`config.mk`:
```
export PLATFORM = sky130hd
export DESIGN_NAME = pressure_sensor_compensation
export DESIGN_NICKNAME = d
export VERILOG_FILES = /design/src/rtl/psc_pkg.sv /design/src/rtl/pressure_sensor_compensation.sv
export SDC_FILE = /design/constraint.sdc
export NUM_CORES = 2
export LEC_CHECK = 0
export BUFFER_PORTS_ARGS = -buffer_cell sky130_fd_sc_hd__buf_4
export CAP_MARGIN = 20
export CORE_ASPECT_RATIO = 0.8
export CORE_MARGIN = 3
export CORE_UTILIZATION = 30
export DETAILED_ROUTE_END_ITERATION = 7
export GPL_TIMING_DRIVEN = 1
export MAX_ROUTING_LAYER = met4
export PLACE_DENSITY = 0.48
export SYNTH_ARGS = -nofsm -noshare
export SYNTH_HDL_FRONTEND = slang
export SYNTH_SLANG_ARGS = --single-unit
```
`constraint.sdc`:
```
create_clock -name clock -period 7.9 [get_ports clock]
set_input_delay 0.79 -clock clock [delete_from_list [all_inputs] [get_ports clock]]
set_output_delay 0.79 -clock clock [all_outputs]
set_load 0.1 [all_outputs]
```
`src/rtl/psc_pkg.sv`:
```
// package for the pressure sensor compensation block: codes, control word and microcode rom
package psc_pkg;

   // configuration register indexes
   localparam logic [2:0] CSR_SENS_BASE         = 3'd0;
   localparam logic [2:0] CSR_OFFSET_BASE       = 3'd1;
   localparam logic [2:0] CSR_SENS_TEMP_SLOPE   = 3'd2;
   localparam logic [2:0] CSR_OFFSET_TEMP_SLOPE = 3'd3;
   localparam logic [2:0] CSR_REFERENCE_TEMP    = 3'd4;
   localparam logic [2:0] CSR_TEMP_SLOPE        = 3'd5;

   // reading kinds
   localparam logic OP_TEMPERATURE = 1'b0;
   localparam logic OP_PRESSURE    = 1'b1;

   localparam logic signed [31:0] TEMP_BASE = 32'sd2000;

   localparam int STEP_W = 4;

   typedef enum logic {
      A_DT  = 1'b0,
      A_RAW = 1'b1
   } a_sel_type;

   typedef enum logic [2:0] {
      B_TEMP_SLOPE   = 3'd0,
      B_OFFSET_SLOPE = 3'd1,
      B_SENS_SLOPE   = 3'd2,
      B_SENS_LO      = 3'd3,
      B_SENS_HI      = 3'd4
   } b_sel_type;

   typedef enum logic [3:0] {
      ALU_NONE    = 4'd0,
      ALU_DT      = 4'd1,
      ALU_TEMP    = 4'd2,
      ALU_OFF     = 4'd3,
      ALU_SENS    = 4'd4,
      ALU_LOAD    = 4'd5,
      ALU_ADDHI   = 4'd6,
      ALU_SUBOFF  = 4'd7,
      ALU_FINAL   = 4'd8
   } alu_op_type;

   typedef enum logic [1:0] {
      SEQ_NEXT      = 2'd0,
      SEQ_JUMP_PRES = 2'd1,
      SEQ_LAST      = 2'd2
   } seq_op_type;

   typedef struct packed {
      a_sel_type          a_sel;
      b_sel_type          b_sel;
      logic               mul_en;
      alu_op_type         alu;
      seq_op_type         seq;
      logic [STEP_W-1:0]  target;
   } ucode_type;

   localparam logic [STEP_W-1:0] PRES_ENTRY = 4'd4;

   // program: dispatch, temperature path (1..3), pressure path (4..11)
   function automatic ucode_type ucode_rom(input logic [STEP_W-1:0] addr);
      ucode_type w;
      w = '{a_sel: A_DT, b_sel: B_TEMP_SLOPE, mul_en: 1'b0, alu: ALU_NONE,
            seq: SEQ_NEXT, target: '0};
      unique case (addr)
         4'd0:  begin w.seq = SEQ_JUMP_PRES; w.target = PRES_ENTRY; end
         4'd1:  w.alu = ALU_DT;
         4'd2:  begin w.mul_en = 1'b1; w.b_sel = B_TEMP_SLOPE; end
         4'd3:  begin w.alu = ALU_TEMP; w.seq = SEQ_LAST; end
         4'd4:  begin w.mul_en = 1'b1; w.b_sel = B_OFFSET_SLOPE; end
         4'd5:  begin w.alu = ALU_OFF; w.mul_en = 1'b1; w.b_sel = B_SENS_SLOPE; end
         4'd6:  w.alu = ALU_SENS;
         4'd7:  begin w.mul_en = 1'b1; w.a_sel = A_RAW; w.b_sel = B_SENS_LO; end
         4'd8:  begin
            w.alu = ALU_LOAD; w.mul_en = 1'b1; w.a_sel = A_RAW; w.b_sel = B_SENS_HI;
         end
         4'd9:  w.alu = ALU_ADDHI;
         4'd10: w.alu = ALU_SUBOFF;
         4'd11: begin w.alu = ALU_FINAL; w.seq = SEQ_LAST; end
         default: w.seq = SEQ_LAST;
      endcase
      return w;
   endfunction

endpackage

```
`src/rtl/pressure_sensor_compensation.sv`:
```
// pressure sensor first-order compensation: microcoded sequencer over one shared multiplier
// throughput: one item at a time, a new item is taken the cycle after the previous result
//   is written to the output register; the shared 26x19 multiplier and the microcode step
//   counter serve one item at a time
// reset: synchronous active high, clears calibration words, stored dT, sequencer and rsp_tvalid
module pressure_sensor_compensation (
   input  logic        clock,
   input  logic        reset,
   // configuration write port
   input  logic        csr_we,
   input  logic [2:0]  csr_addr,
   input  logic [15:0] csr_wdata,
   // input items
   input  logic        req_tvalid,
   output logic        req_tready,
   input  logic [23:0] req_tdata,   // [23:0] raw_reading
   input  logic        req_tuser,   // [0] op
   // result items
   output logic        rsp_tvalid,
   input  logic        rsp_tready,
   output logic [31:0] rsp_tdata,   // [31:0] value
   output logic        rsp_tuser    // [0] kind
);

   localparam int SW = psc_pkg::STEP_W;
   localparam logic [31:0] TEMP_BASE_U = psc_pkg::TEMP_BASE;

   // calibration words
   logic [15:0] sens_base_ff, offset_base_ff, sens_slope_ff, off_slope_ff;
   logic [15:0] ref_temp_ff, temp_slope_ff;

   // sequencer state
   logic          busy_ff, busy_in;
   logic [SW-1:0] step_ff, step_in;
   psc_pkg::ucode_type uc;

   // captured item
   logic        op_ff;
   logic [23:0] raw_ff;

   // datapath registers
   logic signed [25:0] dt_ff, dt_in;
   logic signed [44:0] prod_ff, prod_in;
   logic signed [35:0] off_ff, off_in;
   logic signed [35:0] sens_ff, sens_in;
   logic signed [59:0] acc_ff, acc_in;

   // output register
   logic        rsp_valid_ff, rsp_valid_in;
   logic [31:0] rsp_data_ff, rsp_data_in;
   logic        rsp_kind_ff, rsp_kind_in;

   logic               accept;
   logic               run;
   logic               stall;
   logic               finish;
   logic signed [25:0] mul_a;
   logic signed [18:0] mul_b;
   logic signed [44:0] prod_sh7, prod_sh8, prod_sh23;
   logic signed [59:0] acc_sh15, acc_sh21;
   logic [31:0]        result;

   assign uc         = psc_pkg::ucode_rom(step_ff);
   assign req_tready = !busy_ff;
   assign accept     = req_tvalid && req_tready;
   // the last step waits while the output register still holds an untaken result
   assign stall      = (uc.seq == psc_pkg::SEQ_LAST) && rsp_valid_ff && !rsp_tready;
   assign run        = busy_ff && !stall;
   assign finish     = run && (uc.seq == psc_pkg::SEQ_LAST);

   // calibration register writes, unknown indexes dropped
   always_ff @(posedge clock) begin
      if (reset) begin
         sens_base_ff   <= '0;
         offset_base_ff <= '0;
         sens_slope_ff  <= '0;
         off_slope_ff   <= '0;
         ref_temp_ff    <= '0;
         temp_slope_ff  <= '0;
      end else if (csr_we) begin
         case (csr_addr)
            psc_pkg::CSR_SENS_BASE:         sens_base_ff   <= csr_wdata;
            psc_pkg::CSR_OFFSET_BASE:       offset_base_ff <= csr_wdata;
            psc_pkg::CSR_SENS_TEMP_SLOPE:   sens_slope_ff  <= csr_wdata;
            psc_pkg::CSR_OFFSET_TEMP_SLOPE: off_slope_ff   <= csr_wdata;
            psc_pkg::CSR_REFERENCE_TEMP:    ref_temp_ff    <= csr_wdata;
            psc_pkg::CSR_TEMP_SLOPE:        temp_slope_ff  <= csr_wdata;
            default: ;
         endcase
      end
   end

   // step counter with the pressure dispatch jump
   always_comb begin
      busy_in = busy_ff;
      step_in = step_ff;
      if (accept) begin
         busy_in = 1'b1;
         step_in = '0;
      end else if (run) begin
         unique case (uc.seq)
            psc_pkg::SEQ_NEXT:      step_in = step_ff + 1'b1;
            psc_pkg::SEQ_JUMP_PRES: step_in = (op_ff == psc_pkg::OP_PRESSURE) ?
                                              uc.target : step_ff + 1'b1;
            psc_pkg::SEQ_LAST:      busy_in = 1'b0;
            default:                busy_in = 1'b0;
         endcase
      end
   end

   // shared multiplier operands
   always_comb begin
      unique case (uc.a_sel)
         psc_pkg::A_RAW: mul_a = $signed({2'b00, raw_ff});
         default:        mul_a = dt_ff;
      endcase
      unique case (uc.b_sel)
         psc_pkg::B_OFFSET_SLOPE: mul_b = $signed({3'b000, off_slope_ff});
         psc_pkg::B_SENS_SLOPE:   mul_b = $signed({3'b000, sens_slope_ff});
         psc_pkg::B_SENS_LO:      mul_b = $signed({2'b00, sens_ff[16:0]});
         // sens is below 2^35 in magnitude, so its top 19 bits are floor(sens / 2^17)
         psc_pkg::B_SENS_HI:      mul_b = sens_ff[35:17];
         default:                 mul_b = $signed({3'b000, temp_slope_ff});
      endcase
   end

   // floor shifts of the product and accumulator
   assign prod_sh7  = prod_ff >>> 7;
   assign prod_sh8  = prod_ff >>> 8;
   assign prod_sh23 = prod_ff >>> 23;
   assign acc_sh15  = acc_ff >>> 15;
   assign acc_sh21  = acc_ff >>> 21;

   // datapath next values under the current control word
   always_comb begin
      dt_in   = dt_ff;
      prod_in = prod_ff;
      off_in  = off_ff;
      sens_in = sens_ff;
      acc_in  = acc_ff;
      result  = acc_sh15[31:0];
      if (uc.mul_en) begin
         prod_in = mul_a * mul_b;
      end
      unique case (uc.alu)
         psc_pkg::ALU_DT:
            // dT = raw - reference * 256
            dt_in = $signed({2'b00, raw_ff}) - $signed({2'b00, ref_temp_ff, 8'h00});
         psc_pkg::ALU_TEMP:
            result = prod_sh23[31:0] + TEMP_BASE_U;
         psc_pkg::ALU_OFF:
            off_in = $signed({4'h0, offset_base_ff, 16'h0000}) + prod_sh7[35:0];
         psc_pkg::ALU_SENS:
            sens_in = $signed({5'h00, sens_base_ff, 15'h0000}) + prod_sh8[35:0];
         psc_pkg::ALU_LOAD:
            acc_in = {{15{prod_ff[44]}}, prod_ff};
         psc_pkg::ALU_ADDHI:
            // raw * sens = raw * lo + (raw * hi) * 2^17
            acc_in = acc_ff + {prod_ff[42:0], 17'h00000};
         psc_pkg::ALU_SUBOFF:
            acc_in = acc_sh21 - {{24{off_ff[35]}}, off_ff};
         psc_pkg::ALU_FINAL:
            result = acc_sh15[31:0];
         default: ;
      endcase
   end

   // output register, freed as soon as the result is taken
   always_comb begin
      rsp_valid_in = rsp_valid_ff;
      rsp_data_in  = rsp_data_ff;
      rsp_kind_in  = rsp_kind_ff;
      if (rsp_valid_ff && rsp_tready) begin
         rsp_valid_in = 1'b0;
      end
      if (finish) begin
         rsp_valid_in = 1'b1;
         rsp_data_in  = result;
         rsp_kind_in  = op_ff;
      end
   end

   // control registers
   always_ff @(posedge clock) begin
      if (reset) begin
         busy_ff      <= 1'b0;
         step_ff      <= '0;
         rsp_valid_ff <= 1'b0;
         dt_ff        <= '0;
      end else begin
         busy_ff      <= busy_in;
         step_ff      <= step_in;
         rsp_valid_ff <= rsp_valid_in;
         if (run) begin
            dt_ff <= dt_in;
         end
      end
   end

   // payload registers
   always_ff @(posedge clock) begin
      if (accept) begin
         op_ff  <= req_tuser;
         raw_ff <= req_tdata;
      end
      if (run) begin
         prod_ff <= prod_in;
         off_ff  <= off_in;
         sens_ff <= sens_in;
         acc_ff  <= acc_in;
      end
      rsp_data_ff <= rsp_data_in;
      rsp_kind_ff <= rsp_kind_in;
   end

   assign rsp_tvalid = rsp_valid_ff;
   assign rsp_tdata  = rsp_data_ff;
   assign rsp_tuser  = rsp_kind_ff;

endmodule
```
# --- After elaboration in Yosys (flattened, before gate mapping) ---
# Cells that the tools add are included.
classes:
  n_addsub: 7
  mul: 1
  div: 0
  n_lt_le_gt_ge: 0
  n_eq_ne: 30
  n_shift: 0
  muxes: 16
  bitwise_logic: 0
  reduce_logical: 33
op_table:
  columns: ["op", "n"]
  rows:
  - ["$pmux W60 S3", 1]
  - ["$pmux W19 S4", 1]
  - ["$add A60 B60 Y60", 1]
  - ["$mul A26 B19 Y45", 1]
  - ["$sub A39 B36 Y40", 1]
  - ["$add A31 B36 Y36", 1]
  - ["$add A32 B36 Y36", 1]
  - ["$eq A4 B3 Y1 const B", 8]
  - ["$mux W32", 1]
  - ["$pmux W4 S8", 1]
  - ["$mux W26", 1]
  - ["$reduce_and A2 Y1", 13]
  - ["$sub A24 B24 Y25", 1]
  - ["$add A22 B12 Y23 const B", 1]
  - ["$pmux W4 S5", 1]
  - ["$eq A4 B2 Y1 const B", 4]
  - ["$eq A4 B4 Y1 const B", 4]
  - ["$eq A3 B2 Y1 const B", 4]
  - ["$eq A3 B3 Y1 const B", 3]
  - ["$reduce_or A9 Y1", 1]
  - ["$eq A4 B1 Y1 const B", 2]
  - ["$pmux W4 S2", 1]
  - ["$eq A3 B1 Y1 const B", 2]
  - ["$logic_and A1 B1 Y1", 6]
  - ["other kinds (15)", 26]
totals:
  ff_bits: 363
  latchBits: 0
  mem_bits_rw: 0
  romBits: 0
  word_cells: 105
  memories: 0

# --- Logic depth before layout (Yosys ltp) ---
depth:
  depth_word: 10
  mapped_depth: 37
  ltp_nobuf: 32

# --- Worst setup path after synthesis ---
# Ideal clock, no wire load.
synth_path:
  kind: "register -> register"
  from: "register step_ff[0]"
  to: "register prod_ff[43], data pin"
  setup_ns: 0.265
  t_arrival_ns: 8.305
  required_time_ns: 7.635
  path_slack_ns: -0.670
  path_stages_with_launch: 35
  n_path_buf: 5
  period_less_slack_ns: 8.570
  path_cell_list: "dfxtp_1 inv_1 ha_1 clkbuf_1 nand2_1 o21ai_0 buf_1 inv_1 clkbuf_1 clkbuf_1 nand2_1 nand2_1 clkbuf_1 nand2_1 fa_1 fa_1 fa_1 inv_1 fa_1 fa_1 fa_1 inv_1 fa_1 inv_1 ha_1 a21o_1 a21o_1 a2111oi_1 nor4_1 nor3_1 a311oi_1 o21a_1 o21ai_1 o21ai_0 xor2_1"
synth_via:
  elab_chain_len: 5
  elab_cells_between_ends: 15
  cone_classes: "mul (1); eq/ne (9); mux (4); reduce/logical (1)"
synth_lines:
  columns: ["element", "line", "source"]
  rows:
  - ["start: declaration", "pressure_sensor_compensation.sv:34", "logic [SW-1:0] step_ff, step_in;"]
  - ["start signal: assignment", "pressure_sensor_compensation.sv:192", "step_ff <= step_in;"]
  - ["$eq A4 B4 Y1 (tied with other cells)", "psc_pkg.sv:67", "unique case (addr)"]
  - ["$pmux W4 S5 / $reduce_or A2 Y1 (equally long branches)", null, null]
  - ["$eq A3 B3 Y1 (tied with other cells)", "pressure_sensor_compensation.sv:117", "unique case (uc.b_sel)"]
  - ["$pmux W19 S4 / $mux W26 (equally long branches)", "pressure_sensor_compensation.sv:117, pressure_sensor_compensation.sv:113", null]
  - ["$mul A26 B19 Y45 (*)", "pressure_sensor_compensation.sv:143", "prod_in = mul_a * mul_b;"]
  - ["end signal: assignment", "pressure_sensor_compensation.sv:207", "prod_ff <= prod_in;"]
  - ["end: declaration", "pressure_sensor_compensation.sv:43", "logic signed [44:0] prod_ff, prod_in;"]
# Mark *: on every way between the ends. The rest lies on a longest branch, timed or not.
# A chain may end at the register's enable or synchronous reset.

# --- Final worst setup path ---
# Ends and elaborated chain as after synthesis.

==> impl_metrics.ini <==
[detailed_routing]
dr.pass1.iters = 6
via_per_inst = 4.928
drcViolationCount = 0
totalWireLength_um = 129900
first_iter_violations = 2582
drtAntennaViolNets = 0
vias = 28925
routedWlPerCell_um = 22.12

[timing]
max_freq_mhz = 125.0
fin_ws_ps = -102.6
whs_ps = 338.3
fin_crit_ps = 8003
finalHoldViolations = 0
final.period_utilization_pct = 101.3
final_max_slew_viol_count = 0
fin_setup_tns_ps = -237.8
rsz0062_at_grt = yes
slew_headroom_pct = 27.59
tightest_slew_ps = 1086
finalSetupViolCount = 4
finClkSkew_ps = 46.08

[yosys]
synth_cells = 3866
yosysWarnings = 0
synthesis.area_um2 = 35650
synth.most_common_cell = nand2_1
ys_seq_elements = 347
synth-async-reset-ratio_pct = 0
netlist.area_leader.share_pct = 26.95
synth_common_cells = 634 x nand2_1, 556 x inv_1, 480 x fa_1, 344 x nor2_1, 260 x ha_1
ys.flop_type = edfxtp_1
yosys.area.top_type = fa_1
ys_seq_area_share_pct = 25.66
synth-edff-count = 220
yosysUniqueCellTypes = 79
syn-num-nets = 4655
synth.area.top_cells = fa_1 27%, edfxtp_1 19%, ha_1 9.1%, dfxtp_1 7.1%, nand2_1 6.7%
syn_area_per_cell_um2 = 9.222

[floorplanning]
rows = 112
start_util_pct = 30.40
die_w_um = 391.4
die_h_um = 314.3
ioPinCount = 84
die_area_um2 = 123000
coreArea_um2 = 117300

[placed_design]
io_buffer_count = 83
hpwlAfterDp_um = 105700
place_congestion = 0.9617
placed_cells = 5741
preCtsSetupSlack_ps = -263.4
place_area_um2 = 41290

[clock_network]
clockBufferDepth = 3
htree_levels = 2
cts_buffers = 44
clock_latency_ps = 620
cts_tree = built
path_clk_slew_ps = 60
clock-sinks = 347
root_buffer = clkbuf_16

[power_and_ir_drop]
p_leak_nw = 19.77
power_density_nw_per_um2 = 104.2
ir_drop_mv = 0.1334
fin_total_pwr_mw = 4.573

[critical_path]
cpLargestDelayFamily = adder cells
path_common_cell = fa_1
crit_path_end_kind = register
cp-start-kind = register
cp_data_required_time_ps = 8260
critPathKind = reg -> reg
crit_fanout = 6
arrival_ps = 8370
critical_path_buf_inv_count = 11
slowest_stage = fa_1
crit_path_max_incr_delay_ps = 570

[layout]
stdcell_area_um2 = 43900
final_core_util_pct = 37.43
fillers = 11908
drive_above_1_share_pct = 17.48
final_cells = 5870
final_nets = 5084
area_growth_pct = 23.13

[grt]
grt_max_degree = 94
grt_usage_pct = 21.63
grt_overflow = 0
grt_pass1_vias = 28610
grt_pass1_wl_um = 190200
antenna_found_initial = 10

[min_path]
hp-class = in -> reg

[run_status]
violations = negative setup slack
status = finished, violations left

[job]
cap_violations = 0
## metal layers
| layer | GRT usage, % | part of all wire [%] | vias to the layer above |
|---|---|---|---|
| li1 | - | - | 13476 |
| met2 | 29.52 | 41 | 919 |
| met1 | 32.40 | 49 | 14418 |
| met4 | 3.268 | 1.4 | 0 |
| met3 | 5.624 | 9.2 | 112 |
| met5 | - | 0 | - |
## final timing paths
path / start / end / slack, ps / cells past startpoint
hold / removal: req_tdata[14] / raw_ff[14] / 340 / 1
setup / recovery: step_ff[0] / prod_ff[43] / -100 / 35
setup reg to reg: step_ff[0] / prod_ff[43] / -100 / 35
hold reg to reg: ref_temp_ff[6] / ref_temp_ff[6] / 450 / 2
## kinds of logic after synthesis
| group | count (synthesis) | share of synthesized area, % |
|---|---|---|
| muxes | 30 | 0.8458 |
| and+or+nand+nor | 1219 | 14.40 |
| AOI/OAI and AO/OA | 671 | 11.74 |
| adders and majority gates | 740 | 36.08 |
| other | 1 | 0.01052 |
| DFF | 347 | 25.66 |
| buffers and inverters | 700 | 7.387 |
| xor gates and xnor gates | 158 | 3.881 |
## flip-flops by register name, indices dropped and copies added, names as in the netlist, 16 cells and up
signal and cells:
raw_ff 24, rsp_tdata 32, sens_ff 36, off_ff 36
off_slope_ff 16, prod_ff 45, dt_ff 25, acc_ff 45
offset_base_ff 16, sens_base_ff 16, sens_slope_ff 16, temp_slope_ff 16
ref_temp_ff 16
## layout by cell type (no fill, tap or decap), types with 23 or more instances in the layout
cell type and n:
clkbuf_16 47, a21o_1 77, dfxtp_1 125, buf_4 466, mux2i_1 25, inv_1 549
nand3_1 43, nor3_1 27, buf_12 43, a21oi_1 233, a22oi_1 29, nand2_1 619
fa_1 465, xor2_1 51, edfxtp_1 220, ha_1 253, o21bai_1 23, nor2_1 328
o21ai_0 119, xnor2_1 105, nand2b_1 25, nor2b_1 27, and3_1 23
## worst reg2reg max path, delay by kind of cell (launching register included)
family / cells / cell delay (ps)
AO/OA/AOI/OAI: 9 / 1610
XOR/XNOR: 1 / 140
adder cells (fa/ha/maj): 9 / 3920
buffers and inverters: 11 / 1120
flip-flops: 1 / 400
AND/OR/NAND/NOR: 5 / 550
## timing repair
item | CTS | global route
buffers inserted | 31 | 12
hold buffers | 0 | 0
endpoints found under the setup margin | 16 | 23
pin swaps | 17 | 45
gates resized for setup | 87 | 75
gates cloned | 3 | 1
## report_power, final
part	internal (mW)	switching, mW	total [mW]
Sequential	1.95	0.0417	1.99
Combinational	0.213	0.322	0.536
Clock	1.14	0.909	2.05
Total	3.30	1.27	4.57
## cell type report
type                    count  area [um2]  area share [%]
multi-input cells        2819       24640           56.13
flip-flops and latches    347        9156           20.86
diodes                      1       2.502        0.005700
clock inverters            25       251.5          0.5729
repair buffers            526        4618           10.52
clock buffers              56        1209           2.753
well taps                1539        1926           4.386
inverters                 557        2096           4.774
No activity file was read; power rests on OpenSTA's default activity.
